## src/rtl/tfi_pkg.sv

```systemverilog
package tfi_pkg;

  localparam int NUM_CLASSES = 5;
  localparam int REG_COUNT   = 16;
  localparam int ENTRY_W     = 28;

  // Item kinds carried in the input tuser.
  localparam logic [1:0] OP_FETCH   = 2'd0;
  localparam logic [1:0] OP_ISSUE   = 2'd1;
  localparam logic [1:0] OP_RELEASE = 2'd2;
  localparam logic [1:0] OP_NOP     = 2'd3;

  localparam logic [3:0] OPC_LOAD  = 4'd0;
  localparam logic [3:0] OPC_STORE = 4'd1;
  localparam logic [3:0] OPC_ADD   = 4'd2;
  localparam logic [3:0] OPC_SUB   = 4'd3;
  localparam logic [3:0] OPC_MUL   = 4'd4;
  localparam logic [3:0] OPC_DIV   = 4'd5;
  localparam logic [3:0] OPC_HALT  = 4'd6;

  localparam logic [2:0] CLS_ADD   = 3'd0;
  localparam logic [2:0] CLS_MUL   = 3'd1;
  localparam logic [2:0] CLS_DIV   = 3'd2;
  localparam logic [2:0] CLS_LOAD  = 3'd3;
  localparam logic [2:0] CLS_STORE = 3'd4;
  localparam logic [2:0] CLS_NONE  = 3'd7;

  // Configuration register indexes.
  localparam logic [2:0] REG_ADD_COUNT   = 3'd0;
  localparam logic [2:0] REG_MUL_COUNT   = 3'd1;
  localparam logic [2:0] REG_DIV_COUNT   = 3'd2;
  localparam logic [2:0] REG_LOAD_COUNT  = 3'd3;
  localparam logic [2:0] REG_STORE_COUNT = 3'd4;

  typedef logic [NUM_CLASSES-1:0][3:0] tfi_limits_t;

  localparam tfi_limits_t LIMITS_RESET = {4'd3, 4'd3, 4'd2, 4'd2, 4'd3};

  typedef struct packed {
    logic push;
    logic pop;
  } tfi_qctl_t;

  typedef struct packed {
    logic       alloc;
    logic [3:0] dst;
    logic       rel;
    logic [2:0] rel_cls;
    logic [2:0] rel_slot;
  } tfi_sctl_t;

  typedef struct packed {
    logic       hit;
    logic [2:0] cls;
    logic [2:0] slot;
  } tfi_sstat_t;

  // Result item, listed from the top bit down so that the last field lands in bit 0.
  typedef struct packed {
    logic [1:0]  pad;
    logic [4:0]  queue_count;
    logic [11:0] fetch_address;
    logic [11:0] immediate;
    logic [3:0]  src1_reg;
    logic [3:0]  src0_reg;
    logic [3:0]  dst_reg;
    logic [3:0]  opcode;
    logic [2:0]  station_slot;
    logic [2:0]  station_class;
    logic        issued;
    logic        halted;
    logic        fetch_accepted;
  } tfi_result_t;

  function automatic logic [2:0] class_of_opcode(input logic [3:0] opc);
    logic [2:0] cls;
    case (opc) inside
      OPC_ADD, OPC_SUB: cls = CLS_ADD;
      OPC_MUL:          cls = CLS_MUL;
      OPC_DIV:          cls = CLS_DIV;
      OPC_LOAD:         cls = CLS_LOAD;
      OPC_STORE:        cls = CLS_STORE;
      default:          cls = CLS_NONE;
    endcase
    return cls;
  endfunction

endpackage

```

## src/rtl/tomasulo_fetch_issue_unit.sv

```systemverilog
// out_tvalid rises when the execute state that follows the taking of the input item registers its result.
// The unit takes no new input item until it has finished the last one; the queue memory's registered head read,
// launched when the item is taken, is consumed in the following execute cycle.
// Reset (synchronous, rst_n low): queue empty, not halted, program counter zero,
// all stations free, no register tags pending, counts back to 3/2/2/3/3.
// The queue memory itself is not cleared; there is no clearing pass.
module tomasulo_fetch_issue_unit
  import tfi_pkg::*;
#(
  parameter int QUEUE_DEPTH  = 16,
  parameter int MAX_STATIONS = 8,
  parameter int ADDR_BITS    = 12
) (
  input  logic        clk,
  input  logic        rst_n,
  input  logic        in_tvalid,
  output logic        in_tready,
  // [31:0] instr_word, [34:32] release_class, [37:35] release_slot, [39:38] zero
  input  logic [39:0] in_tdata,
  // [1:0] op
  input  logic [1:0]  in_tuser,
  output logic        out_tvalid,
  input  logic        out_tready,
  // [0] fetch_accepted, [1] halted, [2] issued, [5:3] station_class,
  // [8:6] station_slot, [12:9] opcode, [16:13] dst_reg, [20:17] src0_reg,
  // [24:21] src1_reg, [36:25] immediate, [48:37] fetch_address,
  // [53:49] queue_count, [55:54] zero
  output logic [55:0] out_tdata,
  input  logic        cfg_psel,
  input  logic        cfg_penable,
  input  logic        cfg_pwrite,
  input  logic [4:0]  cfg_paddr,
  input  logic [31:0] cfg_pwdata,
  output logic [31:0] cfg_prdata,
  output logic        cfg_pready
);

  localparam int CW = $clog2(QUEUE_DEPTH + 1);

  localparam logic ST_IDLE = 1'b0;
  localparam logic ST_EXEC = 1'b1;

  logic                 state_r, state_nxt;
  logic [1:0]           op_r;
  logic [ENTRY_W-1:0]   entry_r;
  logic [2:0]           rcls_r;
  logic [2:0]           rslot_r;
  logic                 halt_r, halt_nxt;
  logic [ADDR_BITS-1:0] pc_r, pc_nxt;
  tfi_limits_t          limits_r;
  tfi_result_t          res_r, res_nxt;
  logic                 out_valid_r;

  tfi_qctl_t            qctl;
  tfi_sctl_t            sctl;
  tfi_sstat_t           sstat;
  logic [ENTRY_W-1:0]   head_data;
  logic [CW-1:0]        q_fill;
  logic [CW-1:0]        fill_after;
  logic                 q_full;
  logic                 exec;
  logic                 in_take;
  logic                 cfg_wr;

  assign in_tready = (state_r == ST_IDLE) && (!out_valid_r || out_tready);
  assign in_take   = in_tvalid && in_tready;
  assign exec      = (state_r == ST_EXEC);

  always_comb begin
    state_nxt = state_r;
    unique case (state_r)
      ST_IDLE: if (in_take) state_nxt = ST_EXEC;
      ST_EXEC: state_nxt = ST_IDLE;
      default: state_nxt = ST_IDLE;
    endcase
  end

  always_ff @(posedge clk) begin
    if (in_take) begin
      op_r    <= in_tuser;
      entry_r <= in_tdata[ENTRY_W-1:0];
      rcls_r  <= in_tdata[34:32];
      rslot_r <= in_tdata[37:35];
    end
    if (exec) begin
      res_r <= res_nxt;
    end
  end

  tfi_queue #(
    .DEPTH (QUEUE_DEPTH)
  ) u_queue (
    .clk       (clk),
    .rst_n     (rst_n),
    .ctl       (qctl),
    .push_data (entry_r),
    .head_data (head_data),
    .fill      (q_fill),
    .full      (q_full)
  );

  tfi_stations #(
    .MAX_STATIONS (MAX_STATIONS)
  ) u_stations (
    .clk         (clk),
    .rst_n       (rst_n),
    .limits      (limits_r),
    .head_opcode (head_data[27:24]),
    .ctl         (sctl),
    .status      (sstat)
  );

  always_comb begin
    qctl.push = exec && (op_r == OP_FETCH) && !halt_r && !q_full;
    qctl.pop  = exec && (op_r == OP_ISSUE) && (q_fill != '0) && sstat.hit;

    sctl.alloc    = qctl.pop;
    sctl.dst      = head_data[23:20];
    sctl.rel      = exec && (op_r == OP_RELEASE);
    sctl.rel_cls  = rcls_r;
    sctl.rel_slot = rslot_r;

    halt_nxt   = halt_r | (qctl.push && (entry_r[27:24] == OPC_HALT));
    pc_nxt     = qctl.push ? pc_r + 1'b1 : pc_r;
    fill_after = q_fill + CW'(qctl.push) - CW'(qctl.pop);

    res_nxt                = '0;
    res_nxt.fetch_accepted = qctl.push;
    res_nxt.halted         = halt_nxt;
    res_nxt.issued         = qctl.pop;
    if (qctl.pop) begin
      res_nxt.station_class = sstat.cls;
      res_nxt.station_slot  = sstat.slot;
      res_nxt.opcode        = head_data[27:24];
      res_nxt.dst_reg       = head_data[23:20];
      res_nxt.src0_reg      = head_data[19:16];
      res_nxt.src1_reg      = head_data[15:12];
      res_nxt.immediate     = head_data[11:0];
    end
    res_nxt.fetch_address = 12'(pc_nxt);
    res_nxt.queue_count   = 5'(fill_after);
  end

  always_ff @(posedge clk) begin
    if (!rst_n) begin
      state_r     <= ST_IDLE;
      halt_r      <= 1'b0;
      pc_r        <= '0;
      out_valid_r <= 1'b0;
    end else begin
      state_r <= state_nxt;
      if (exec) begin
        halt_r <= halt_nxt;
        pc_r   <= pc_nxt;
      end
      if (exec) begin
        out_valid_r <= 1'b1;
      end else if (out_tready) begin
        out_valid_r <= 1'b0;
      end
    end
  end

  assign out_tvalid = out_valid_r;
  assign out_tdata  = res_r;

  // Configuration port
  assign cfg_pready = 1'b1;
  assign cfg_wr     = cfg_psel && cfg_penable && cfg_pwrite && cfg_pready;

  always_ff @(posedge clk) begin
    if (!rst_n) begin
      limits_r <= LIMITS_RESET;
    end else if (cfg_wr) begin
      unique case (cfg_paddr[4:2])
        REG_ADD_COUNT:   limits_r[CLS_ADD]   <= cfg_pwdata[3:0];
        REG_MUL_COUNT:   limits_r[CLS_MUL]   <= cfg_pwdata[3:0];
        REG_DIV_COUNT:   limits_r[CLS_DIV]   <= cfg_pwdata[3:0];
        REG_LOAD_COUNT:  limits_r[CLS_LOAD]  <= cfg_pwdata[3:0];
        REG_STORE_COUNT: limits_r[CLS_STORE] <= cfg_pwdata[3:0];
        default: ;
      endcase
    end
  end

  always_comb begin
    unique case (cfg_paddr[4:2])
      REG_ADD_COUNT:   cfg_prdata = {28'd0, limits_r[CLS_ADD]};
      REG_MUL_COUNT:   cfg_prdata = {28'd0, limits_r[CLS_MUL]};
      REG_DIV_COUNT:   cfg_prdata = {28'd0, limits_r[CLS_DIV]};
      REG_LOAD_COUNT:  cfg_prdata = {28'd0, limits_r[CLS_LOAD]};
      REG_STORE_COUNT: cfg_prdata = {28'd0, limits_r[CLS_STORE]};
      default:         cfg_prdata = '0;
    endcase
  end

endmodule

```

## src/rtl/tfi_queue.sv

```systemverilog
module tfi_queue
  import tfi_pkg::*;
#(
  parameter int DEPTH = 16
) (
  input  logic                         clk,
  input  logic                         rst_n,
  input  tfi_qctl_t                    ctl,
  input  logic [ENTRY_W-1:0]           push_data,
  output logic [ENTRY_W-1:0]           head_data,
  output logic [$clog2(DEPTH+1)-1:0]   fill,
  output logic                         full
);

  localparam int AW = (DEPTH > 1) ? $clog2(DEPTH) : 1;
  localparam int CW = $clog2(DEPTH + 1);

  logic [ENTRY_W-1:0] mem [DEPTH];
  logic [AW-1:0]      head_r;
  logic [AW-1:0]      tail_r;
  logic [CW-1:0]      fill_r;
  logic [ENTRY_W-1:0] rd_r;

  function automatic logic [AW-1:0] wrap_inc(input logic [AW-1:0] ptr);
    return (ptr == AW'(DEPTH - 1)) ? '0 : ptr + 1'b1;
  endfunction

  // The head is read every cycle into a register; the execute state that follows the taking of an item uses that value.
  always_ff @(posedge clk) begin
    if (ctl.push) begin
      mem[tail_r] <= push_data;
    end
    rd_r <= mem[head_r];
  end

  always_ff @(posedge clk) begin
    if (!rst_n) begin
      head_r <= '0;
      tail_r <= '0;
      fill_r <= '0;
    end else begin
      if (ctl.push) begin
        tail_r <= wrap_inc(tail_r);
      end
      if (ctl.pop) begin
        head_r <= wrap_inc(head_r);
      end
      fill_r <= fill_r + CW'(ctl.push) - CW'(ctl.pop);
    end
  end

  assign head_data = rd_r;
  assign fill      = fill_r;
  assign full      = (fill_r == CW'(DEPTH));

endmodule

```

## src/rtl/tfi_stations.sv

```systemverilog
module tfi_stations
  import tfi_pkg::*;
#(
  parameter int MAX_STATIONS = 8
) (
  input  logic        clk,
  input  logic        rst_n,
  input  tfi_limits_t limits,
  input  logic [3:0]  head_opcode,
  input  tfi_sctl_t   ctl,
  output tfi_sstat_t  status
);

  localparam int SW = (MAX_STATIONS > 1) ? $clog2(MAX_STATIONS) : 1;

  logic [NUM_CLASSES-1:0][MAX_STATIONS-1:0] busy_r;
  logic [5:0]            tag_mem [REG_COUNT];
  logic [REG_COUNT-1:0]  tag_vld_r;

  logic [2:0]              cls;
  logic [MAX_STATIONS-1:0] row;
  logic [3:0]              lim;
  logic                    found;
  logic [SW-1:0]           slot_idx;

  always_comb begin
    cls = class_of_opcode(head_opcode);
    row = '1;
    lim = '0;
    for (int c = 0; c < NUM_CLASSES; c++) begin
      if (int'(cls) == c) begin
        row = busy_r[c];
        lim = limits[c];
      end
    end
    // Lowest free slot below the configured count; counts past the array clamp naturally.
    found    = 1'b0;
    slot_idx = '0;
    for (int s = MAX_STATIONS - 1; s >= 0; s--) begin
      if (!row[s] && (s < int'(lim))) begin
        found    = 1'b1;
        slot_idx = SW'(s);
      end
    end
  end

  assign status.hit  = found;
  assign status.cls  = cls;
  assign status.slot = 3'(slot_idx);

  always_ff @(posedge clk) begin
    if (!rst_n) begin
      busy_r    <= '0;
      tag_vld_r <= '0;
    end else begin
      for (int c = 0; c < NUM_CLASSES; c++) begin
        for (int s = 0; s < MAX_STATIONS; s++) begin
          if (ctl.rel && (int'(ctl.rel_cls) == c) && (int'(ctl.rel_slot) == s)) begin
            busy_r[c][s] <= 1'b0;
          end else if (ctl.alloc && (int'(cls) == c) && (int'(slot_idx) == s)) begin
            busy_r[c][s] <= 1'b1;
          end
        end
      end
      if (ctl.alloc && (cls != CLS_STORE)) begin
        tag_vld_r[ctl.dst] <= 1'b1;
      end
    end
  end

  // Producer tag of a register: class plus one in the upper bits, slot below.
  always_ff @(posedge clk) begin
    if (ctl.alloc && (cls != CLS_STORE)) begin
      tag_mem[ctl.dst] <= {cls + 3'd1, 3'(slot_idx)};
    end
  end

endmodule
```

## config.mk

```make
export PLATFORM = sky130hd
export DESIGN_NAME = tomasulo_fetch_issue_unit
export DESIGN_NICKNAME = d
export VERILOG_FILES = /design/src/rtl/tfi_pkg.sv /design/src/rtl/tomasulo_fetch_issue_unit.sv /design/src/rtl/tfi_queue.sv /design/src/rtl/tfi_stations.sv
export SDC_FILE = /design/constraint.sdc
export NUM_CORES = 1
export LEC_CHECK = 0
export BUFFER_PORTS_ARGS = -buffer_cell sky130_fd_sc_hd__buf_2
export CORE_MARGIN = 10
export CORE_UTILIZATION = 35
export DETAILED_ROUTE_END_ITERATION = 7
export GPL_ROUTABILITY_DRIVEN = 0
export PLACE_DENSITY = 0.55
export SLEW_MARGIN = 20
export SYNTH_ARGS = -nofsm -noshare
export SYNTH_HDL_FRONTEND = slang
export SYNTH_SLANG_ARGS = --single-unit
export TNS_END_PERCENT = 30
```

## constraint.sdc

```tcl
create_clock -name clk -period 4.6 [get_ports clk]
set_input_delay 0.46 -clock clk [delete_from_list [all_inputs] [get_ports clk]]
set_output_delay 0.46 -clock clk [all_outputs]
set_load 0.05 [all_outputs]
```

# Yosys cells after proc, flatten, opt, wreduce, memory -nomap -nowiden
# Memory sizes are Yosys's and may differ from the RTL's. A register that Yosys moved wholly into a read port is not among the register bits.
# Cells that the tools add are included.
dict set report totals {
  inputBits 86
  ram_bits 448
  ff_bits 178
  n_memories 1
  out_inout_bits 91
  word_cells 340
}
dict set report op_classes {
  magnitude_cmp 8
  eq_ne 37
  reduce_logical 177
  bitwise_logic 3
  muxes 41
  n_addsub 5
}
# name depth word_bits rd rd_clocked_by_memory_dff wr line
set memory_table {}
lappend memory_table {u_queue.mem 16 28 1 1 1 tfi_queue.sv:18} ;# logic [ENTRY_W-1:0] mem [DEPTH];
# operator n
set ops {}
lappend ops {{$logic_and 1x1->1} 110}
lappend ops {{$reduce_or 2->1} 41}
lappend ops {{$eq 3x3->1 const B} 15}
lappend ops {{$mux 8} 5}
lappend ops {{$mux 3} 12}
lappend ops {{$mux 4} 7}
lappend ops {{$eq 3x2->1 const B} 8}
lappend ops {{$pmux 4 s5} 1}
lappend ops {{$lt 3x4->1 const A} 4}
lappend ops {{$logic_not 3->1} 5}
lappend ops {{$mux 1} 13}
lappend ops {{$add 12x1->12 const B} 1}
lappend ops {{$eq 4x3->1 const B} 3}
lappend ops {{$mux 12} 1}
lappend ops {{$logic_not 1->1} 11}
lappend ops {{$reduce_and 2->1} 5}
lappend ops {{$eq 3x1->1 const B} 3}
lappend ops {{$add 4x1->4 const B} 2}
lappend ops {{$eq 4x2->1 const B} 2}
lappend ops {{$eq 4x4->1 const B} 2}
lappend ops {{$lt 1x4->1 const A} 2}
lappend ops {{$lt 2x4->1 const A} 2}
lappend ops {{$add 5x1->5} 1}
lappend ops {{$eq 5x5->1 const B} 1}
lappend ops {{other kinds (13)} 14}

# Logic depth before layout (Yosys ltp)
dict set report logic_depth {
  depth_word 25
  ltp_mapped 23
  ltp_nobuf 19
}

# By module
# From an unflattened synthesis, not the netlist that was laid out.
dict set report hier_totals {
  cells_unflattened 1526
  area_unflattened_um2 25934.9
}
# mod cells_per_inst instances seq_area_each_um2 area_per_inst_um2
set modules_own_cells {}
lappend modules_own_cells {tfi_queue 817 1 14273.7 18166.2}
lappend modules_own_cells {tomasulo_fetch_issue_unit 382 1 3403.3 5122.4}
lappend modules_own_cells {tfi_stations 327 1 800.8 2646.3}

# Worst setup path after synthesis
# OpenSTA, ideal clock, no wires.
dict set report synth_timing {
  kind {register -> register}
  from {register state_r (netlist: exec)}
  to {memory u_queue.mem[0][0] (enable)}
  path_stages_with_launch 7
  t_required_ps 4152
  t_arrival_ps 4607
  slack_ps -455
  n_path_buf 2
  setup_time_ps 448
  period_less_slack_ps 5055
  path_cell_list {dfxtp_1 nor2b_1 and3_1 clkbuf_1 buf_1 nand2_1 nor3_1}
}
# element line
set synth_rtl {}
lappend synth_rtl {{from (decl)} tomasulo_fetch_issue_unit.sv:43} ;# logic state_r, state_nxt;
lappend synth_rtl {{from (signal assigned)} tomasulo_fetch_issue_unit.sv:151} ;# state_r <= state_nxt;
lappend synth_rtl {{to (decl)} tfi_queue.sv:18}

# Final worst setup path
dict set report layout_timing {
  from {register u_queue.rd_r[26] (netlist: u_queue.head_data[26]) (read register of u_queue.mem)}
  to {register u_queue.fill_r[4] (netlist: u_queue.fill[4])}
}
dict set report layout_between {
  elab_chain_cells 24
  elab_cells_between_ends 61
  classes_between {add/sub (1); order compare (8); eq/ne (9); mux (23); reduce/logical (20)}
}
# element line
set layout_rtl {}
lappend layout_rtl {{from (decl)} tfi_queue.sv:22} ;# logic [ENTRY_W-1:0] rd_r;
lappend layout_rtl {{$eq 4x1->1} tfi_stations.sv:27} ;# cls = class_of_opcode(head_opcode);
lappend layout_rtl {{$mux 2} tfi_pkg.sv:77} ;# case (opc) inside
lappend layout_rtl {{$mux 3 (3 in series)} tfi_pkg.sv:77}
lappend layout_rtl {{$mux 3 (*)} tfi_pkg.sv:77}
lappend layout_rtl {{$logic_not 3->1} tfi_stations.sv:31} ;# if (int'(cls) == c) begin
lappend layout_rtl {{$mux 4 / $mux 8 (equally long branches) (5 in series)} tfi_stations.sv:31}
lappend layout_rtl {{$lt 3x4->1 / $logic_not 1->1 (equally long branches)} tfi_stations.sv:40} ;# if (!row[s] && (s < int'(lim))) begin
lappend layout_rtl {{$logic_and 1x1->1} tfi_stations.sv:40}
lappend layout_rtl {{$mux 1 (7 in series)} tfi_stations.sv:40}
lappend layout_rtl {{$mux 1 (*)} tfi_stations.sv:40}
lappend layout_rtl {{$logic_and 1x1->1 (*)} tomasulo_fetch_issue_unit.sv:115} ;# qctl.pop = exec && (op_r == OP_ISSUE) && (q_fill != '0) && sstat.hit;
lappend layout_rtl {{$sub 5x1->5 (*)} n/a}
lappend layout_rtl {{net fill_after[4]} tomasulo_fetch_issue_unit.sv:59} ;# logic [CW-1:0] fill_after;
lappend layout_rtl {{to (signal assigned)} tfi_queue.sv:48} ;# fill_r <= fill_r + CW'(ctl.push) - CW'(ctl.pop);
lappend layout_rtl {{to (decl)} tfi_queue.sv:21} ;# logic [CW-1:0] fill_r;
# The timed path passes the listed nets; every way through them passes the cells marked *.
# A chain may end at the register's enable or synchronous reset.

==> results.md <==
* Run status: completed
* Post-synth EDFFs at 538
* Largest net degree at the start of global routing at 89
* CTS max path bufs at 3
* Final Max Tran Viols at 0
* Initial core utilization at 35.2%
* Share of layout cells above drive strength 1 at 26.9%
* Die Ht at 291 um
* DR iter-0 viols at 885
* Skew final at 30.7 ps
* RSZ-0062 raised after global routing: false
* Core box area at 0.0728 mm2
* Cell area after layout at 0.0302 mm2
* Pwr dens at 424 mW/mm2
* Die X at 291 um
* Worst r2r path cells at 19
* Post-detail-place hpwl at 34200 um
* Internal power at 10.0 mW
* Mean Syn Cell Area at 17.9 um2
* Setup ws final at 517 ps
* # DRC at 0
* Vias in the first global route at 14000
* Max frequency at 245 MHz
* Final period utilization at 88.8%
* Clock Latency Late Sink at 620 ps
* Hold Vio Cnt, Final at 0
* CP required at 5110 ps
* Hold path endpoint: entry_r[5]
* Worst r2r src: u_queue.head_data[26]
* Crit start category: flop
* Die area at 0.0845 mm2
* Vias at 13500
* Cell Area, Synth at 0.0256 mm2
* Sequential share of the synthesized area at 72.1%
* Max cap viols at 0
* H-tree levels at 3
* Reg-to-reg endpoint: u_queue.fill[4]
* Worst reg-to-reg setup slack at 520 ps
* Sw frac at 21.8%
* HP Start: in_tdata[5]
* Drt pass-1 iters at 5
* Crit path DAT at 4600 ps
* Post-CTS Resized at 0
* Clock Pin Slew Worst Setup and Hold Paths at 60 ps
* Via density per instance at 5.12
* TritonCTS Buffers at 71
* Root Driver: clkbuf_16
* N_diodes at 0
* P_leak at 9.90 nW
* Antenna Nets Post-Route at 0
* Crit. End Element: flop
* Hold-fix buffers, CTS at 29
* Placed inst area at 0.0275 mm2
* Global route total overflow at 0
* Distinct cell type count after synthesis at 83
* Seq pwr share at 51.4%
* Relative max-transition margin at 32.2%
* CTS tree: yes
* I/O pin count at 177
* PortBufs at 109
* Net count, final at 1715
* Setup TNS Final at 0 ps
* Post-CTS Setup Bufs at 0
* Max rail drop VDD at 0.000290 V
* Top_reg_cell synth: edfxtp_1
* Routed len/inst at 22.8 um
* Number of synthesized register bits at 654
* Psw at 2.80 mW
* Worst Tran Pin Value at 1010 ps
* Post-Route WL at 60000 um
* Critical path class: flop to flop
* Synth async-reset ratio at 0%
* CTS Sinks at 654
* Share of total power in the clock network at 45.0%
* Ys Warns at 0
* Hold_ws at 37.3 ps
* First-pass GRT wire length at 90500 um
* Synthesis-to-layout area growth at 17.8%
* Hold depth at 1
* Synth Instances at 1431
* Std-Cell Rows at 99
* Post-route minimum period at 4080 ps
* Final setup viols at 0
* GR Util All Layers at 14.1%
* Crit Path Max Fanout at 15
* Hold Crit Class: input port to flop
* Place WS at 437 ps
* Logic pwr share at 3.6%
* Initial antenna violation count at 0
cell usage in the layout (no fill, tap or decap), types with 10 or more instances in the layout:
cell type	n
nor2_1	63
edfxtp_1	538
dfxtp_1	111
nand2_1	51
a21oi_1	27
dlygate4sd3_1	29
a22oi_1	10
buf_4	36
nor2b_1	20
conb_1	32
buf_2	109
o21ai_0	34
clkbuf_16	71
nand3_1	18
mux2i_1	27
ha_1	12
xor2_1	11
a31oi_1	20
and2_1	49
nor2_4	12
mux4_2	142
inv_1	19
clkbuf_1	16
nand2b_1	12
cell families after synthesis:
group,share of synthesized area (%)
adders and majority gates,0.664
buffers and inverters,2.32
DFF,72.1
other,0.0293
AOI/OAI and AO/OA,4.32
xor gates and xnor gates,0.649
muxes,13.8
and+or+nand+nor,6.09
synth_stat cells (18+ instances only):
cell type	number	area share, %
nor2_1	75	1.1
inv_1	19	0.28
dfxtp_1	116	9.1
nor2b_1	20	0.49
a31oi_1	20	0.49
clkbuf_1	42	0.62
and2_1	50	1.2
o21ai_0	34	0.66
nand3_1	18	0.35
a21oi_1	27	0.53
mux2i_1	27	1.1
buf_4	32	0.94
edfxtp_1	538	63
nand2_1	51	0.75
mux4_2	142	12
flip-flops by register name, summed over array words and instances (netlist names), 2 cells and up:
name / flops
out_tdata: 54
u_queue.head_data: 28
u_queue.fill: 5
rcls_r: 3
u_queue.mem: 448
pc_r: 12
u_queue.tail_r: 4
u_queue.head_r: 4
limits_r: 20
entry_r: 28
op_r: 2
rslot_r: 3
u_stations.busy_r: 40
how the worst max path moves through the flow:
| stage | from | to | slack [ps] | cells after the start |
|---|---|---|---|---|
| after global placement | u_queue.head_data[26] | u_queue.fill[4] | 530 | 19 |
| final | u_queue.head_data[26] | u_queue.fill[4] | 520 | 19 |
| after global routing | u_queue.head_data[26] | u_queue.fill[4] | 110 | 19 |
| after CTS | u_queue.head_data[26] | u_queue.fill[4] | 460 | 19 |
| after floorplan | exec | u_queue.mem[2][0] | -450 | 6 |
| after detailed placement | u_queue.head_data[26] | u_queue.fill[4] | 440 | 19 |
area by class of cell:
cell class                      count  area [um2]
Timing Repair Buffer              180        1230
Clock inverter                     36         433
Tap cell                          959        1200
Multi-Input combinational cell    689        6800
Inverter                           20        75.1
Fill cell                        6510       42600
Sequential cell                   654       18500
Clock buffer                       96        1960
through the flow:
step / power [mW] / std cells / util [%]
floorplan: 7.02 / 1461 / -
global placement: 7.14 / 2473 / 37.8
detailed placement: 7.16 / 2473 / 37.8
CTS: 13.0 / 2634 / 41.5
global route: 13.3 / 2634 / 41.5
finish: 12.8 / 2634 / 41.5
power groups by stage:
stage / clock network [mW] / logic (mW) / registers (mW)
after floorplan: 0 / 0.267 / 6.75
after global placement: 0 / 0.438 / 6.71
after detailed placement: 0 / 0.443 / 6.71
after CTS: 5.92 / 0.464 / 6.59
after global routing: 6.18 / 0.493 / 6.60
final: 5.77 / 0.458 / 6.59
critical path, cell delays in order, from the launching register on:
cell,delay [ps]
dfxtp_1,650
and2b_4,270
a31oi_1,100
a22o_1,300
or3_4,430
a221oi_4,400
nand3_2,140
nand2_1,160
inv_2,50
ha_1,260
inv_1,50
ha_1,150
inv_1,50
fa_1,390
inv_1,70
a21oi_1,60
nor2_1,100
nor2_1,60
xnor2_1,130
and2_1,160
layer usage:
layer	GRT usage, %	wire (um)	vias to the layer above
li1	-	-	5980
met1	18.1	25400	7020
met5	0	0	-
met3	3.14	3480	93
met4	3.75	1250	0
met2	23.6	29800	393
Note: power is estimated with default switching activity, not from simulation.
